### config.mk
export PLATFORM = sky130hd
export DESIGN_NAME = periodic_task_scheduler
export DESIGN_NICKNAME = d
export VERILOG_FILES = /design/src/design/pts_pkg.sv /design/src/design/periodic_task_scheduler.sv
export VERILOG_INCLUDE_DIRS = /design/src /design/src/design
export SDC_FILE = /design/constraint.sdc
export NUM_CORES = 2
export LEC_CHECK = 0
export BUFFER_PORTS_ARGS = -buffer_cell sky130_fd_sc_hd__buf_2
export CAP_MARGIN = 20
export CORE_MARGIN = 2
export CORE_UTILIZATION = 45
export DETAILED_ROUTE_END_ITERATION = 10
export PLACE_DENSITY_LB_ADDON = 0.2
export SLEW_MARGIN = 20
export SYNTH_ARGS = -nofsm -noshare
export SYNTH_HDL_FRONTEND = slang
export SYNTH_SLANG_ARGS = --single-unit
### constraint.sdc
create_clock -name i_clk -period 5.5 [get_ports i_clk]
set_input_delay 0.55 -clock i_clk [delete_from_list [all_inputs] [get_ports i_clk]]
set_output_delay 0.55 -clock i_clk [all_outputs]
set_load 0.005 [all_outputs]
### src/design/periodic_task_scheduler_macros.svh
// Assertion macros for the periodic task scheduler.
`ifndef PERIODIC_TASK_SCHEDULER_MACROS_SVH
`define PERIODIC_TASK_SCHEDULER_MACROS_SVH

`ifndef NO_ASSERTIONS

`define PTS_ASSERT(lbl, prop, msg) \
    lbl: assert property (@(posedge i_clk) disable iff (!i_rst_n) prop) else $error(msg);

`define PTS_ASSERT_ALWAYS(lbl, prop, msg) \
    lbl: assert property (@(posedge i_clk) prop) else $error(msg);

`else

`define PTS_ASSERT(lbl, prop, msg)

`define PTS_ASSERT_ALWAYS(lbl, prop, msg)

`endif

`endif

### src/design/pts_pkg.sv
`default_nettype none

package pts_pkg;

    localparam int TIME_W      = 32;
    localparam int INDEX_W     = 4;
    localparam int HELD_W      = 5;
    localparam int IN_TDATA_W  = 104;
    localparam int OUT_TDATA_W = 16;

    localparam logic CMD_REGISTER = 1'b0;
    localparam logic CMD_TICK     = 1'b1;

    typedef enum logic [1:0] {
        KIND_REGISTERED = 2'd0,
        KIND_REJECTED   = 2'd1,
        KIND_DUE        = 2'd2,
        KIND_TICK_DONE  = 2'd3
    } t_kind;

    typedef struct packed {
        logic              enabled;
        logic              handler;
        logic [TIME_W-1:0] period;
        logic [TIME_W-1:0] due;
    } t_entry;

endpackage

`default_nettype wire

### src/design/periodic_task_scheduler.sv
// Periodic task scheduler. Tasks are appended to a table of TASK_SLOTS entries held in one
// synchronous memory (one write port, one read port, registered read). A register transaction
// is captured, then the table write (none when the table is full) and its single result.
// A tick transaction walks the N held tasks, reading one table entry per cycle while not held
// through the memory read port; each due entry has its next due time written back in the
// same cycle that the following entry is read. A due result that cannot leave because the
// output register is still full holds the walk in place. Table entries are not cleared
// after reset; only entries below the task count are ever read, so the block is ready at once.
`default_nettype none
`include "periodic_task_scheduler_macros.svh"

module periodic_task_scheduler
    import pts_pkg::*;
#(
    parameter int TASK_SLOTS = 16
) (
    input  logic                   i_clk,
    input  logic                   i_rst_n,
    input  logic                   s_axis_tvalid,
    output logic                   s_axis_tready,
    // tdata: task_enabled, handler_present, interval_ms, first_due_ms, now_ms, zero fill
    input  logic [IN_TDATA_W-1:0]  s_axis_tdata,
    // tuser: command
    input  logic [0:0]             s_axis_tuser,
    output logic                   m_axis_tvalid,
    input  logic                   m_axis_tready,
    // tdata: task_index, tasks_held, zero fill
    output logic [OUT_TDATA_W-1:0] m_axis_tdata,
    // tuser: result_kind
    output logic [1:0]             m_axis_tuser,
    output logic                   m_axis_tlast
);

    localparam int IW = (TASK_SLOTS > 1) ? $clog2(TASK_SLOTS) : 1;
    localparam int CW = $clog2(TASK_SLOTS + 1);

    typedef enum logic [1:0] {
        ST_IDLE,
        ST_REG,
        ST_EVAL,
        ST_DONE
    } t_state;

    t_state            r_state, n_state;
    logic [CW-1:0]     r_total, n_total;
    logic [IW-1:0]     r_idx, n_idx;
    logic              r_m_valid, n_m_valid;
    t_kind             r_kind, n_kind;
    logic [INDEX_W-1:0] r_out_index, n_out_index;
    logic [HELD_W-1:0] r_out_held, n_out_held;
    logic              r_out_last, n_out_last;

    logic              r_cmd_en;
    logic              r_cmd_hdl;
    logic [TIME_W-1:0] r_cmd_period;
    logic [TIME_W-1:0] r_cmd_first;
    logic [TIME_W-1:0] r_now;

    t_entry            r_task_mem [TASK_SLOTS];
    t_entry            r_rd_data;
    logic              rd_en;
    logic [IW-1:0]     rd_addr;
    logic              wr_en;
    logic [IW-1:0]     wr_addr;
    t_entry            wr_data;

    logic              s_accept;
    logic              out_free;
    logic              due_hit;
    logic [CW-1:0]     next_idx;

    assign s_axis_tready = (r_state == ST_IDLE);
    assign s_accept      = s_axis_tvalid && s_axis_tready;
    assign out_free      = !r_m_valid || m_axis_tready;
    assign due_hit       = r_rd_data.enabled && r_rd_data.handler && (r_rd_data.due <= r_now);
    assign next_idx      = CW'(r_idx) + CW'(1);

    assign m_axis_tvalid = r_m_valid;
    assign m_axis_tuser  = r_kind;
    assign m_axis_tlast  = r_out_last;
    assign m_axis_tdata  = {{(OUT_TDATA_W - HELD_W - INDEX_W){1'b0}}, r_out_held, r_out_index};

    always_comb begin
        n_state     = r_state;
        n_total     = r_total;
        n_idx       = r_idx;
        n_m_valid   = r_m_valid && !m_axis_tready;
        n_kind      = r_kind;
        n_out_index = r_out_index;
        n_out_held  = r_out_held;
        n_out_last  = r_out_last;
        rd_en       = 1'b0;
        rd_addr     = r_idx;
        wr_en       = 1'b0;
        wr_addr     = r_idx;
        wr_data     = r_rd_data;

        case (r_state)
            ST_IDLE: begin
                if (s_accept) begin
                    if (s_axis_tuser[0] == CMD_TICK) begin
                        if (r_total == '0) begin
                            n_state = ST_DONE;
                        end else begin
                            rd_en   = 1'b1;
                            rd_addr = '0;
                            n_idx   = '0;
                            n_state = ST_EVAL;
                        end
                    end else begin
                        n_state = ST_REG;
                    end
                end
            end
            ST_REG: begin
                if (out_free) begin
                    n_m_valid  = 1'b1;
                    n_out_last = 1'b1;
                    if (r_total == CW'(TASK_SLOTS)) begin
                        n_kind      = KIND_REJECTED;
                        n_out_index = '0;
                        n_out_held  = HELD_W'(r_total);
                    end else begin
                        wr_en          = 1'b1;
                        wr_addr        = IW'(r_total);
                        wr_data.enabled = r_cmd_en;
                        wr_data.handler = r_cmd_hdl;
                        wr_data.period  = r_cmd_period;
                        wr_data.due     = r_cmd_first;
                        n_total     = r_total + CW'(1);
                        n_kind      = KIND_REGISTERED;
                        n_out_index = INDEX_W'(r_total);
                        n_out_held  = HELD_W'(r_total + CW'(1));
                    end
                    n_state = ST_IDLE;
                end
            end
            ST_EVAL: begin
                if (!due_hit || out_free) begin
                    if (due_hit) begin
                        n_m_valid   = 1'b1;
                        n_kind      = KIND_DUE;
                        n_out_index = INDEX_W'(r_idx);
                        n_out_held  = HELD_W'(r_total);
                        n_out_last  = 1'b0;
                        wr_en       = 1'b1;
                        wr_addr     = r_idx;
                        wr_data.due = r_now + r_rd_data.period;
                    end
                    if (next_idx < r_total) begin
                        rd_en   = 1'b1;
                        rd_addr = r_idx + IW'(1);
                        n_idx   = r_idx + IW'(1);
                    end else begin
                        n_state = ST_DONE;
                    end
                end
            end
            ST_DONE: begin
                if (out_free) begin
                    n_m_valid   = 1'b1;
                    n_kind      = KIND_TICK_DONE;
                    n_out_index = '0;
                    n_out_held  = HELD_W'(r_total);
                    n_out_last  = 1'b1;
                    n_state     = ST_IDLE;
                end
            end
            default: begin
                n_state = ST_IDLE;
            end
        endcase
    end

    always_ff @(posedge i_clk) begin
        if (!i_rst_n) begin
            r_state   <= ST_IDLE;
            r_total   <= '0;
            r_idx     <= '0;
            r_m_valid <= 1'b0;
        end else begin
            r_state   <= n_state;
            r_total   <= n_total;
            r_idx     <= n_idx;
            r_m_valid <= n_m_valid;
        end
        r_kind      <= n_kind;
        r_out_index <= n_out_index;
        r_out_held  <= n_out_held;
        r_out_last  <= n_out_last;
        if (s_accept) begin
            r_cmd_en     <= s_axis_tdata[0];
            r_cmd_hdl    <= s_axis_tdata[1];
            r_cmd_period <= s_axis_tdata[33:2];
            r_cmd_first  <= s_axis_tdata[65:34];
            r_now        <= s_axis_tdata[97:66];
        end
    end

    always_ff @(posedge i_clk) begin
        if (wr_en) begin
            r_task_mem[wr_addr] <= wr_data;
        end
    end

    always_ff @(posedge i_clk) begin
        if (rd_en) begin
            r_rd_data <= r_task_mem[rd_addr];
        end
    end

    `PTS_ASSERT(a_total_bound, r_total <= CW'(TASK_SLOTS), "Task count exceeds the table size.")
    `PTS_ASSERT(a_walk_in_range, (r_state != ST_EVAL) || (CW'(r_idx) < r_total),
                "Tick walk reads beyond the filled entries.")
    `PTS_ASSERT(a_total_step, (!$stable(r_total) && $past(i_rst_n)) |->
                (r_total == $past(r_total) + CW'(1)), "Task count changed by other than one.")
    `PTS_ASSERT(a_last_marks, m_axis_tvalid |-> ((m_axis_tuser == KIND_DUE) != m_axis_tlast),
                "Only a due result may leave without the last flag.")
    `PTS_ASSERT_ALWAYS(a_write_read_apart, (wr_en && rd_en) |-> (wr_addr != rd_addr),
                "Table write and read hit the same entry in one cycle.")

endmodule

`default_nettype wire

==> flow_summary.json <==
{
  "io_buffer_count": 116,
  "first_global_vias": 31710,
  "layoutNonFillerInstCount": 5931,
  "ctsHtreeMaxLevel": 4,
  "clock_pin_slew_of_the_registers_on_the_worst_case_setup_and_hold_paths_ns": 0.06,
  "synth-seq-cells": 1244,
  "power_per_cell_area_nw_per_um2": 390.8,
  "drt_wl_total_um": 146900,
  "drive_gt1_share_pct": 11.41,
  "vias": 33860,
  "dr.pass1.iters": 5,
  "mostFrequentLayoutCells": "edfxtp_1, nand2_1, nand3_1, clkbuf_16, buf_2",
  "post_cts_setup_buffer_count": 0,
  "met2_wirelength_um": 66830,
  "crit_buf_inv": 3,
  "async_reset_ff_share_pct": 0,
  "syn_avg_cell_area_um2": 12.58,
  "worstPathArrival_ns": 5.09,
  "cp-end-kind": "flip-flop",
  "fmax_ghz": 0.2122,
  "outcome": "finished, final reports clean",
  "worst_skew_pair.late_latency_ns": 0.77,
  "tritoncts": "done",
  "routed_wire_length_per_instance_um": 24.76,
  "first_pass_grt_wire_length_um": 212600,
  "rows": 124,
  "ctsRootBufferMaster": "clkbuf_16",
  "netlist_area_um2": 51490,
  "gp_congestion": 0.8980,
  "yosys.cell_types.count": 69,
  "vdd_ir_drop_max_mv": 0.3144,
  "top_signal_layer_used": "met5",
  "fin_area_um2": 59640,
  "area_delta_synth_final_pct": 15.82,
  "grt_max_degree": 89,
  "flip_flop_cell_with_the_highest_count_after_synthesis": "edfxtp_1",
  "syn-instance-count": 4092,
  "route.detailed.drc": 0,
  "crit_path_max_fanout": 32,
  "antennaDiodeCount": 0,
  "maxSlewHeadroom_pct": 23.22,
  "dp_hpwl_um": 81900,
  "min_path_cells": 1,
  "report.final.setup_viol": 0,
  "chipHeight_um": 342.3,
  "final_hold_viol_count": 0,
  "initialDrtViolationCount": 3893,
  "wl_met3_um": 13310,
  "initial_standard_cell_utilization_of_the_core_pct": 45.22,
  "clk_path_buf_depth": 3,
  "ys_seq_area_share_pct": 72.31,
  "worst_pin_slew_ns": 1.146,
  "setup_repair_after_global_routing_missed_its_margin": "false",
  "timing.final.max_slew_violations": 0,
  "cap_violations": 0,
  "worst_setup_path_category": "reg2reg",
  "crit_chain": "inv_1, ha_1, nand4_1, nor3_1, a221oi_1, nand3_1, o21ai_0, nand4_1, buf_4, o32ai_1, nand3_1, nor2_4, buf_4",
  "postRouteAntennaNets": 0,
  "place_ws_ns": 0.7856,
  "number_of_buffers_added_by_the_clock_tree_synthesis_step": 133,
  "maximum_single_stage_delay_on_the_critical_path_ns": 0.61,
  "kind_of_cell_with_the_highest_combined_delay_on_the_critical_path": "compound AO/OA/AOI/OAI gates",
  "layout_commonest_cell": "edfxtp_1",
  "final_net_count": 4508,
  "detail_route.vias_per_cell": 5.709,
  "synth_warnings": 0,
  "final_util_pct": 52.37,
  "power.leakage_uw": 0.02093,
  "count_of_flip_flops_with_a_built_in_enable_after_synthesis": 1232,
  "floorplan.io_pins": 130,
  "die_area_um2": 117200,
  "timing.reg2reg.worst_path_depth": 13,
  "required_ns": 5.88,
  "placedCellCount": 5616,
  "period_minus_slack_ns": 4.713,
  "slowest_stage": "buf_4",
  "start_kind": "flip-flop",
  "finalPower_uw": 23310,
  "worst_hold_path_type": "in2reg",
  "clock_sink_count": 1244,
  "grtUsageTotal_pct": 24.96,
  "overflow": 0,
  "worst-path-stages": 13,
  "placed_cell_area_um2": 54600,
  "period_share_pct": 85.68,
  "detail_route.wirelength.met1_um": 62430,
  "core_area_um2": 113900,
  "setup_ws_ns": 0.7873,
  "die_x_um": 342.3,
  "number_of_antenna_violations_at_the_first_check_in_global_routing": 9,
  "timing.clock.skew_ns": 0.03525
}
## worst paths after layout
kind                         start                end  slack, ns
setup / recovery         r_now[24]  r_task_mem[4][46]       0.79
hold / removal    s_axis_tdata[93]          r_now[27]       0.05
setup reg to reg         r_now[24]  r_task_mem[4][46]       0.79
hold reg to reg         r_state[0]         r_state[0]       0.56
## cell usage after synthesis (12+ instances only)
cell type / instances / share of area, %
mux2i_1: 20 / 0.39
ha_1: 75 / 1.8
buf_1: 33 / 0.24
xor2_1: 13 / 0.22
xnor2_1: 20 / 0.34
a21oi_1: 55 / 0.53
a21o_1: 19 / 0.28
nand3_1: 794 / 7.7
clkbuf_1: 100 / 0.73
buf_4: 15 / 0.22
nand4_1: 81 / 0.98
edfxtp_1: 1232 / 72
a221o_1: 13 / 0.25
a22oi_1: 23 / 0.34
nand2_1: 1114 / 8.1
nor2b_1: 23 / 0.28
o21ai_0: 64 / 0.62
mux2_2: 36 / 0.79
buf_2: 95 / 0.92
inv_1: 52 / 0.38
nor2_1: 58 / 0.42
dfxtp_1: 12 / 0.47
nor3_1: 16 / 0.16
## flip-flops by register name, indices dropped and copies added, names as in the netlist, 2 cells and up
| name | count |
|---|---|
| r_task_mem | 1056 |
| r_rd_data | 66 |
| r_cmd_first | 32 |
| r_cmd_period | 32 |
| r_now | 32 |
| r_out_held | 5 |
| r_total | 5 |
| r_idx | 4 |
| r_out_index | 4 |
| m_axis_tuser | 2 |
| r_state | 2 |
## per-stage QoR
step | setup TNS [ns] | hold slack (ns)
floorplan | -217.51 | 0.4869
global placement | 0 | 0.5374
detailed placement | 0 | 0.5471
CTS | 0 | 0.009311
global route | 0 | 0.02381
finish | 0 | 0.04708
## routing by layer
| metal | track usage, % | up-vias |
|---|---|---|
| li1 | - | 15360 |
| met1 | 35.34 | 16850 |
| met2 | 38.03 | 1398 |
| met3 | 6.097 | 235 |
| met4 | 7.986 | 12 |
| met5 | 0 | - |
## layout make-up
class,count,area [µm²]
Clock buffer,170,3510
Clock inverter,61,684.4
Fill cell,9683,54240
Inverter,52,195.2
Multi-Input combinational cell,2559,13220
Sequential cell,1244,37240
Tap cell,1512,1892
Timing Repair Buffer,333,2905
## cells by family (layout without fill, tap and decap cells)
| kind of cell | count (synthesis) | in the layout | synth area share [%] |
|---|---|---|---|
| compound gates | 258 | 258 | 3.343 |
| xor+xnor | 33 | 33 | 0.5613 |
| fa+ha+maj | 76 | 76 | 1.861 |
| buf+inv | 295 | 616 | 2.491 |
| flops | 1244 | 1244 | 72.31 |
| mux | 57 | 57 | 1.205 |
| other cells | 1 | 7 | 0.007282 |
| simple gates | 2128 | 2128 | 18.22 |
## repair_timing
action	in CTS	in global routing
hold buffers	83	0
resized for setup	0	0
hold endpoints to repair	83	0
endpoints found under the setup margin	0	0
## power breakdown
group	switching (µW)	internal [µW]	total, µW
Combinational	1970	811	2780
Sequential	246	11500	11800
Clock	3720	5030	8750
No activity file was read; power rests on OpenSTA's default activity.
